==> src/hdl/dvpp_pkg.sv <==
// dv isochronous packet pacer: shared types and constants
// no dependencies
package dvpp_pkg;

   localparam int unsigned RSP_FIFO_DEPTH = 4;

   localparam logic [8:0]  NTSC_SLOTS   = 9'd250;
   localparam logic [8:0]  PAL_SLOTS    = 9'd300;
   localparam logic [10:0] NTSC_THRESH  = 11'd1875;
   localparam logic [10:0] PAL_THRESH   = 11'd15;
   localparam logic [10:0] NTSC_INC     = 11'd127;
   localparam logic [10:0] PAL_INC      = 11'd1;
   localparam logic [31:0] NTSC_FMT     = 32'h8000_0000;
   localparam logic [31:0] PAL_FMT      = 32'h8080_0000;
   localparam logic [31:0] DATA_WORD0   = 32'h0078_0000;
   localparam logic [31:0] NO_STAMP     = 32'h0000_ffff;
   localparam logic [17:0] PAYLOAD_SIZE = 18'd480;
   localparam logic [12:0] CYCLES_WRAP  = 13'd8000;
   localparam logic [31:0] CYCLES_SUB   = 32'd8000 << 12;

   localparam logic [1:0]  PUSH_NONE = 2'd0;
   localparam logic [1:0]  PUSH_ONE  = 2'd1;
   localparam logic [1:0]  PUSH_TWO  = 2'd2;

   typedef struct packed {
      logic [31:0] cip_word0;
      logic [31:0] cip_word1;
      logic        has_payload;
      logic [17:0] payload_offset;
      logic        frame_end;
      logic        last;
   } rsp_type;

   typedef struct packed {
      logic [1:0] n;
      rsp_type    entry0;
      rsp_type    entry1;
   } push_type;

endpackage

==> src/hdl/dvpp_core.sv <==
// dv pacer core: input register, config register, pacing state and header build
// depends on dvpp_pkg
module dvpp_core (
   input  logic              clock,
   input  logic              reset,
   input  logic              req_valid,
   output logic              req_stall,
   input  logic [8:0]        req_slot_index,
   input  logic              csr_valid,
   output logic              csr_ready,
   input  logic              csr_pal_mode,
   input  logic              room,
   output dvpp_pkg::push_type push
);
   import dvpp_pkg::*;

   logic        slot_valid_ff, slot_valid_in;
   logic [8:0]  slot_ff;
   logic        pal_ff;
   logic [10:0] acc_ff, acc_in;
   logic [7:0]  seq_ff, seq_in;
   logic [31:0] stamp_ff, stamp_in;
   logic [8:0]  fpc_ff, fpc_in;
   logic        fp_ff, fp_in;

   logic        take, accept, in_range, empty, fend, fp0, fp1;
   logic [8:0]  slots, fpc0, fpc1;
   logic [10:0] thr, inc, acc1;
   logic [31:0] fmt, stamp1, stamp2;
   rsp_type     r_empty, r_data;

   assign csr_ready = 1'b1;
   assign take      = slot_valid_ff && room;
   assign req_stall = slot_valid_ff && !room;
   assign accept    = req_valid && !req_stall;

   always_comb begin
      slots = pal_ff ? PAL_SLOTS : NTSC_SLOTS;
      thr   = pal_ff ? PAL_THRESH : NTSC_THRESH;
      inc   = pal_ff ? PAL_INC : NTSC_INC;
      fmt   = pal_ff ? PAL_FMT : NTSC_FMT;

      in_range = slot_ff < slots;
      fp0      = (slot_ff == 9'd0) ? 1'b1 : fp_ff;
      fpc0     = (slot_ff == 9'd0) ? 9'd0 : fpc_ff;
      empty    = acc_ff >= thr;
      acc1     = empty ? acc_ff - thr : acc_ff;
      fp1      = empty ? 1'b0 : fp0;
      fpc1     = fpc0 + 9'(empty) + 9'd1;
      fend     = slot_ff == slots - 9'd1;

      r_empty.cip_word0      = {24'd0, seq_ff};
      r_empty.cip_word1      = fmt | (fp0 ? {16'd0, stamp_ff[15:0]} : NO_STAMP);
      r_empty.has_payload    = 1'b0;
      r_empty.payload_offset = '0;
      r_empty.frame_end      = 1'b0;
      r_empty.last           = 1'b0;

      r_data.cip_word0       = DATA_WORD0 | {24'd0, seq_ff};
      r_data.cip_word1       = fmt | (fp1 ? {16'd0, stamp_ff[15:0]} : NO_STAMP);
      r_data.has_payload     = 1'b1;
      r_data.payload_offset  = 18'(slot_ff) * PAYLOAD_SIZE;
      r_data.frame_end       = fend;
      r_data.last            = 1'b1;

      // frame end: advance stamp by packets sent, wrap cycle count
      stamp1 = (stamp_ff | 32'd1) + {11'd0, fpc1, 12'd0};
      stamp2 = (stamp1[24:12] >= CYCLES_WRAP) ? stamp1 - CYCLES_SUB : stamp1;

      push.entry0 = empty ? r_empty : r_data;
      push.entry1 = r_data;
      if (!take || !in_range) begin
         push.n = PUSH_NONE;
      end else if (empty) begin
         push.n = PUSH_TWO;
      end else begin
         push.n = PUSH_ONE;
      end

      acc_in   = acc_ff;
      seq_in   = seq_ff;
      stamp_in = stamp_ff;
      fpc_in   = fpc_ff;
      fp_in    = fp_ff;
      if (take && in_range) begin
         acc_in = acc1 + inc;
         seq_in = seq_ff + 8'd1;
         if (fend) begin
            stamp_in = stamp2;
            fpc_in   = 9'd0;
            fp_in    = 1'b1;
         end else begin
            fpc_in = fpc1;
            fp_in  = 1'b0;
         end
      end

      if (accept) begin
         slot_valid_in = 1'b1;
      end else if (take) begin
         slot_valid_in = 1'b0;
      end else begin
         slot_valid_in = slot_valid_ff;
      end
   end

   always_ff @(posedge clock) begin
      if (reset) begin
         slot_valid_ff <= 1'b0;
         pal_ff        <= 1'b0;
         acc_ff        <= '0;
         seq_ff        <= '0;
         stamp_ff      <= '0;
         fpc_ff        <= '0;
         fp_ff         <= 1'b1;
      end else begin
         slot_valid_ff <= slot_valid_in;
         acc_ff        <= acc_in;
         seq_ff        <= seq_in;
         stamp_ff      <= stamp_in;
         fpc_ff        <= fpc_in;
         fp_ff         <= fp_in;
         if (csr_valid && csr_ready) begin
            pal_ff <= csr_pal_mode;
         end
      end
   end

   always_ff @(posedge clock) begin
      if (accept) begin
         slot_ff <= req_slot_index;
      end
   end

   a_cycles_wrapped: assert property (@(posedge clock) disable iff (reset)
      stamp_ff[24:12] < CYCLES_WRAP)
      else $error("cycle count left its range");

   a_pair_order: assert property (@(posedge clock) disable iff (reset)
      (push.n == PUSH_TWO) |-> (!push.entry0.has_payload && push.entry1.last))
      else $error("empty packet must precede data packet");

   a_input_held: assert property (@(posedge clock) disable iff (reset)
      accept |=> slot_valid_ff)
      else $error("accepted transaction lost from input register");

endmodule

==> src/hdl/dvpp_rsp_fifo.sv <==
// dv pacer result queue: takes up to two headers a cycle, gives one a cycle unless stalled
// depends on dvpp_pkg
module dvpp_rsp_fifo #(
   parameter int unsigned DEPTH = dvpp_pkg::RSP_FIFO_DEPTH
) (
   input  logic               clock,
   input  logic               reset,
   input  dvpp_pkg::push_type push,
   output logic               room,
   output logic               rsp_valid,
   input  logic               rsp_stall,
   output dvpp_pkg::rsp_type  head
);
   import dvpp_pkg::*;

   localparam int unsigned PW = (DEPTH > 2) ? $clog2(DEPTH) : 1;
   localparam int unsigned CW = $clog2(DEPTH + 1);

   rsp_type        entry_ff [DEPTH];
   logic [PW-1:0]  wp_ff, wp_in, wp1, rp_ff, rp_in;
   logic [CW-1:0]  count_ff, count_in;
   logic           pop;

   function automatic logic [PW-1:0] bump(input logic [PW-1:0] p);
      return (p == PW'(DEPTH - 1)) ? '0 : p + PW'(1);
   endfunction

   assign rsp_valid = count_ff != '0;
   assign pop       = rsp_valid && !rsp_stall;
   assign room      = count_ff <= CW'(DEPTH - 2);
   assign head      = entry_ff[rp_ff];
   assign wp1       = bump(wp_ff);

   always_comb begin
      count_in = count_ff + CW'(push.n) - CW'(pop);
      rp_in    = pop ? bump(rp_ff) : rp_ff;
      case (push.n)
         PUSH_ONE: wp_in = wp1;
         PUSH_TWO: wp_in = bump(wp1);
         default:  wp_in = wp_ff;
      endcase
   end

   always_ff @(posedge clock) begin
      if (reset) begin
         wp_ff    <= '0;
         rp_ff    <= '0;
         count_ff <= '0;
      end else begin
         wp_ff    <= wp_in;
         rp_ff    <= rp_in;
         count_ff <= count_in;
      end
   end

   always_ff @(posedge clock) begin
      if (push.n != PUSH_NONE) begin
         entry_ff[wp_ff] <= push.entry0;
      end
      if (push.n == PUSH_TWO) begin
         entry_ff[wp1] <= push.entry1;
      end
   end

   a_count_bound: assert property (@(posedge clock) disable iff (reset)
      count_ff <= CW'(DEPTH))
      else $error("result queue overfilled");

   a_push_room: assert property (@(posedge clock) disable iff (reset)
      (push.n != PUSH_NONE) |-> (count_ff <= CW'(DEPTH - 2)))
      else $error("push without room");

   a_pop_count: assert property (@(posedge clock) disable iff (reset)
      (pop && push.n == PUSH_NONE) |=> (count_ff == $past(count_ff) - CW'(1)))
      else $error("queue count did not follow pop");

endmodule

==> src/hdl/dv_isoch_packet_pacer.sv <==
// dv isochronous packet pacer: cip headers with blank-packet pacing
// path: a request is held in the core input register, then written to the result queue
// throughput: one slot a cycle for single-header slots while the queue has room;
// results drain one a cycle unless stalled; an empty-packet slot pushes two headers
// reset: synchronous, clears pacing state, pal_mode and the queue; no clearing pass
module dv_isoch_packet_pacer #(
   parameter int unsigned RSP_DEPTH = dvpp_pkg::RSP_FIFO_DEPTH
) (
   input  logic        clock,
   input  logic        reset,
   input  logic        req_valid,
   output logic        req_stall,
   input  logic [8:0]  req_slot_index,
   input  logic        csr_valid,
   output logic        csr_ready,
   input  logic        csr_pal_mode,
   output logic        rsp_valid,
   input  logic        rsp_stall,
   output logic [31:0] rsp_cip_word0,
   output logic [31:0] rsp_cip_word1,
   output logic        rsp_has_payload,
   output logic [17:0] rsp_payload_offset,
   output logic        rsp_frame_end,
   output logic        rsp_last
);
   import dvpp_pkg::*;

   push_type push;
   rsp_type  head;
   logic     room;

   dvpp_core u_core (
      .clock          (clock),
      .reset          (reset),
      .req_valid      (req_valid),
      .req_stall      (req_stall),
      .req_slot_index (req_slot_index),
      .csr_valid      (csr_valid),
      .csr_ready      (csr_ready),
      .csr_pal_mode   (csr_pal_mode),
      .room           (room),
      .push           (push)
   );

   dvpp_rsp_fifo #(.DEPTH(RSP_DEPTH)) u_rsp_fifo (
      .clock     (clock),
      .reset     (reset),
      .push      (push),
      .room      (room),
      .rsp_valid (rsp_valid),
      .rsp_stall (rsp_stall),
      .head      (head)
   );

   assign rsp_cip_word0      = head.cip_word0;
   assign rsp_cip_word1      = head.cip_word1;
   assign rsp_has_payload    = head.has_payload;
   assign rsp_payload_offset = head.payload_offset;
   assign rsp_frame_end      = head.frame_end;
   assign rsp_last           = head.last;

endmodule
==> config.mk <==
export PLATFORM = sky130hd
export DESIGN_NAME = dv_isoch_packet_pacer
export DESIGN_NICKNAME = d
export VERILOG_FILES = /design/src/hdl/dvpp_pkg.sv /design/src/hdl/dvpp_core.sv /design/src/hdl/dvpp_rsp_fifo.sv /design/src/hdl/dv_isoch_packet_pacer.sv
export SDC_FILE = /design/constraint.sdc
export NUM_CORES = 1
export LEC_CHECK = 0
export BUFFER_PORTS_ARGS = -buffer_cell sky130_fd_sc_hd__buf_4
export CAP_MARGIN = 40
export CELL_PAD_IN_SITES_DETAIL_PLACEMENT = 1
export CELL_PAD_IN_SITES_GLOBAL_PLACEMENT = 1
export CORE_ASPECT_RATIO = 2
export CORE_MARGIN = 2
export CORE_UTILIZATION = 49
export DETAILED_ROUTE_END_ITERATION = 8
export PLACE_DENSITY = 0.88
export SLEW_MARGIN = 20
export SYNTH_ARGS = -nofsm -noshare
export SYNTH_HDL_FRONTEND = slang
export SYNTH_HIERARCHICAL = 1
export SYNTH_SLANG_ARGS = --single-unit
==> constraint.sdc <==
create_clock -name clock -period 9 [get_ports clock]
set_input_delay 1.35 -clock clock [delete_from_list [all_inputs] [get_ports clock]]
set_output_delay 1.35 -clock clock [all_outputs]
set_load 0.02 [all_outputs]
# After elaboration in Yosys (flattened, before gate mapping)

Memories as Yosys holds them, arrays and structs flattened. A register that Yosys moved wholly into a read port is not among the register bits.
Cells that the tools add are included.

Flip-flop bits (word level): 79
Memories: 1
RAM bits: 304
Input bits: 15

Bitwise gates (word level): 2
Reductions and logical operators: 17
Equality and inequality tests: 6
Multipliers: 1
Mux-type cells: 28
Magnitude comparators: 4
Add/sub/neg operators: 13

Memories:

| memory              | depth | width | rd ports | clocked after Yosys merged registers in | write ports | line                | source |
|---|---|---|---|---|---|---|---|
| u_rsp_fifo.entry_ff | 4     | 76    | 1        | 1                                       | 2           | dvpp_rsp_fifo.sv:19 | `rsp_type entry_ff [DEPTH];` |

Operator list:

| operator                                                   | count |
|---|---|
| 2-to-1 mux 76 bit                                          | 1 |
| bitwise OR 32 bit                                          | 2 |
| adder 32 x 21 -> 32 bit                                    | 1 |
| 2-to-1 mux 16 bit                                          | 2 |
| 2-to-1 mux 32 bit                                          | 1 |
| subtractor 32 x 25 -> 32 bit (second input constant)       | 1 |
| 2-to-1 mux 9 bit                                           | 3 |
| 2-to-1 mux 24 bit                                          | 1 |
| 2-to-1 mux 11 bit                                          | 2 |
| 2-to-1 mux 2 bit                                           | 7 |
| greater-or-equal comparator 13 bit (second input constant) | 1 |
| multiplier 9 x 4 -> 13 bit (second input constant)         | 1 |
| adder 11 bit                                               | 1 |
| greater-or-equal comparator 11 bit                         | 1 |
| subtractor 11 bit                                          | 1 |
| adder 9 x 1 -> 9 bit                                       | 1 |
| adder 9 x 1 -> 9 bit (second input constant)               | 1 |
| == test 9 bit                                              | 1 |
| logical NOT 9 bit                                          | 1 |
| < comparator 9 bit                                         | 1 |
| 2-to-1 mux 1 bit                                           | 9 |
| subtractor 9 x 1 -> 9 bit (second input constant)          | 1 |
| adder 8 x 1 -> 8 bit (second input constant)               | 1 |
| == test 2 bit (second input constant)                      | 4 |
| 13 further kinds                                           | 25 |

# Longest topological paths before layout

Word-level depth: 8
Depth in mapped cells: 21
Gate-level depth less buffers: 18

# Hierarchy

Netlist, hierarchy kept.

Modules (own cells, without submodules):

| module        | area each (µm²) | instances | cells an instance |
|---|---|---|---|
| dvpp_rsp_fifo | 17036.3         | 1         | 891 |
| dvpp_core     | 4810.9          | 1         | 579 |

# Worst setup path before layout

Ideal clock, no wire load.

Path kind: flip-flop to flip-flop
From: register u_core.pal_ff
To: memory u_rsp_fifo/entry_ff[1][0] (netlist bit) (enable)
Period minus slack after synthesis: 9.209 ns
Path slack: -0.209 ns
Arrival time: 8.563 ns
Stages on the path, launching flop included: 13
Buffers on the path: 2
Setup time: 0.646 ns
Required time: 8.354 ns
Cells stage by stage: dfxtp_1 inv_1 ha_1 buf_4 nand3_1 a31oi_4 o21ai_2 nand2_1 buf_6 nor2_1 inv_1 ha_1 o21ai_0

RTL lines:

| what                   | line                | source |
|---|---|---|
| start, declared        | dvpp_core.sv:19     | `logic pal_ff;` |
| start signal, assigned | dvpp_core.sv:124    | `pal_ff <= csr_pal_mode;` |
| end, declared          | dvpp_rsp_fifo.sv:19 |  |

==> flow_summary.toml <==
[timing]
drv_slew = 0
hold_viol = 0
worstMarginPinSlew_ns = 0.867
min_period_over_period_pct = 68.8
hold_slack_ns = 0.490
min_period_ns = 6.19
slew_headroom_pct = 42.2
skew_ns = 0.0423
fmax_ghz = 0.162
rsz0062_at_grt = "no"
finalSetupViolations = 0

[clock_network]
cts_buffers = 36
cts_resized = 0
clkLatencyLatePin_ns = 0.56
htreeDepth = 2
cts.sinks = 389
cts_tree = "done"
clockBufferDepth = 3
cts-root-buf = "clkbuf_16"
postCtsSetupBuffers = 0
clk_pin_slew_ns = 0.07
cts_hold_buffers = 0

[die]
io_pins = 103
die_x_um = 153
initial_core_util_pct = 49.6
dieArea_um2 = 46400
num_rows = 109
coreArea_um2 = 44100
die_h_um = 303

[placed_design]
dpl.hpwl_um = 33000
portBuffers = 101
gp_congestion = 0.833

[critical_path]
criticalPathCategory = "flop to flop"
cp.arrival_ns = 6.36
crit_family = "simple AND/OR/NAND/NOR gates"
crit_required_ns = 9.17
slowest_delay_ns = 0.74
crit_buf_inv = 5
crit_chain = "buf_4 > inv_1 > ha_1 > nand4_1 > o31ai_4 > o21ai_2 > nand2_1 > inv_2 > nor2_1 > ha_1 > and2_4 > a21o_4 > buf_12 > buf_4"
crit_slowest_cell = "and2_4"
path_max_fanout = 42
critPathLaunchType = "flop"
worstSetupEndpointType = "flop"

[logic_synthesis]
synthArstFlopShare_pct = 0
yosys.area_share.adder_pct = 5.09
avgSynthCellArea_um2 = 14.9
synth-seq-cells = 389
synth_xor_area_share_pct = 1.36
synthFlopType = "edfxtp_1"
synth_top_family_by_area = "multiplexers"
synth-simple-area-share_pct = 4.32
synthDistinctLibCells = 70
synthesis.area_um2 = 21800
synthCells = 1470
synth_compound_area_share_pct = 3.33
ys_seq_area_share_pct = 51.6
synth_edf_count = 349
yosysWarnings = 6
synthMuxAreaShare_pct = 26.9

[grt]
antenna_found_initial = 0
grt_pass1_wl_um = 84600
overflow = 0
grt_max_degree = 60
gr-usage-all-layers_pct = 23.7
grt_pass1_vias = 14000

[routing]
vias = 12400
first_iter_violations = 835
drc = 0
wl_per_cell_um = 26.1
antenna_left = 0
wl_um = 54900
dr.pass1.iters = 5
routed_via_density = 5.90

[final_layout]
drive_gt1_share_pct = 41.7
num-fill-cells = 4214
layout.nets = 1616
finalCoreUtilization_pct = 54.2
antenna_cells = 0
syn_to_final_growth_pct = 9.36

[worst_hold_path]
min_path_type = "flop to flop"

[pwr]
powerDensity_nw_per_um2 = 235
vdd_drop_max_mv = 0.183
p_leak_nw = 8.53

[run_status]
status = "finished, final reports clean"

[flow_run]
cap_viol_max_count = 0
==> per-stage QoR <==
step	worst slack (ns)	power [mW]	instance area [µm²]	cells	setup TNS (ns)
global placement	2.65	3.86	22400	2030	0
finish	2.81	5.61	23900	2105	0
global route	2.40	5.83	23900	2105	0
detailed placement	2.42	3.97	22700	2039	0
floorplan	-0.209	3.46	22200	1555	-52.57
CTS	2.34	5.64	23900	2104	0
==> cell type report <==
class                           count  area [µm²]  area share (%)
Inverter                           52         195           0.817
Sequential cell                   389       11300            47.2
Timing Repair Buffer              125        1120            4.71
Clock inverter                     24         287            1.20
Clock buffer                       41         941            3.94
Multi-Input combinational cell    919        9360            39.2
Tap cell                          555         694            2.91
==> final timing paths <==
check | cells past startpoint | slack [ns] | to | start
setup / recovery | 14 | 2.81 | u_rsp_fifo/entry_ff[0][29]$_DFFE_PP_ | u_core/pal_ff$_SDFFE_PP0P_
hold / removal | 2 | 0.49 | u_core/acc_ff[3]$_SDFFE_PP0P_ | u_core/acc_ff[3]$_SDFFE_PP0P_
setup reg to reg | 14 | 2.81 | u_rsp_fifo/entry_ff[0][29]$_DFFE_PP_ | u_core/pal_ff$_SDFFE_PP0P_
hold reg to reg | 2 | 0.49 | u_core/acc_ff[3]$_SDFFE_PP0P_ | u_core/acc_ff[3]$_SDFFE_PP0P_
==> tightest hold or removal path, stage by stage, from the launching register on <==
cell     delay (ns)
dfxtp_1        0.33
nand2_1        0.06
a21oi_1        0.05
==> sequential cells by signal, summed over array words and instances (netlist names), 2 cells and up, named ones only <==
register,flops
u_core/fpc_ff,4
u_core/slot_ff,9
u_rsp_fifo/count_ff,3
u_rsp_fifo/wp_ff,2
u_core/seq_ff,8
u_rsp_fifo/rp_ff,2
u_core/stamp_ff,5
u_core/acc_ff,11
u_rsp_fifo/entry_ff,340
==> synth_stat cells, drive strengths merged (2+ instances only) <==
library cell	n	area, µm²
ha	60	751
fa	18	360
nor2	46	175
mux2	342	3960
o22ai	2	12.5
dfxtp	40	801
o31ai	2	28.8
buf	185	1360
clkbuf	10	47.5
xnor2	23	201
or3	9	56.3
and3	8	55.1
a21oi	42	210
or2	7	43.8
inv	52	195
a21o	6	45.0
nor3	13	81.3
nand3b	3	22.5
nor3b	3	33.8
a211oi	8	60.1
o2111ai	2	23.8
o21ai	23	123
a2111oi	3	38.8
a31oi	5	61.3
o21a	2	15.0
o211ai	3	22.5
nand3	11	55.1
conb	2	7.51
nand2	48	185
a21boi	3	22.5
edfxtp	349	10500
nand4	7	43.8
mux4	85	1910
nor2b	13	81.3
or4	2	15.0
and2	10	65.1
xor2	11	96.3
==> routing by layer <==
metal  track usage (%)  vias to the layer above  routed length [µm]
li1                  -                     5484                   -
met1              27.1                     6474               20200
met2              45.2                      350               30800
met3              2.34                      117                1960
met4              9.17                        0                1850
met5                 0                        -                   0
==> placed cells by master (no fill, tap or decap), drive strengths merged, types with 41 or more instances in the layout <==
cell      n
a21oi    42
buf     125
clkbuf   41
conb     87
edfxtp  349
ha       60
inv      55
mux2    342
mux4     85
nand2    48
nor2     46
==> report_power, final <==
group          switching [mW]  internal, mW  leakage (nW)  total, mW
registers              0.0767          2.13          3.47       2.20
clock network           0.706         0.932         0.600       1.64
logic                   0.964         0.807          4.46       1.77
total                    1.75          3.87          8.53       5.61
==> cell families after synthesis <==
| logic type | count (synthesis) |
|---|---|
| mux | 428 |
| fa+ha+maj | 78 |
| other cells | 2 |
| flops | 389 |
| xor+xnor | 34 |
| simple gates | 184 |
| buf+inv | 247 |
| compound gates | 108 |
(Power assumes the default switching activity.)
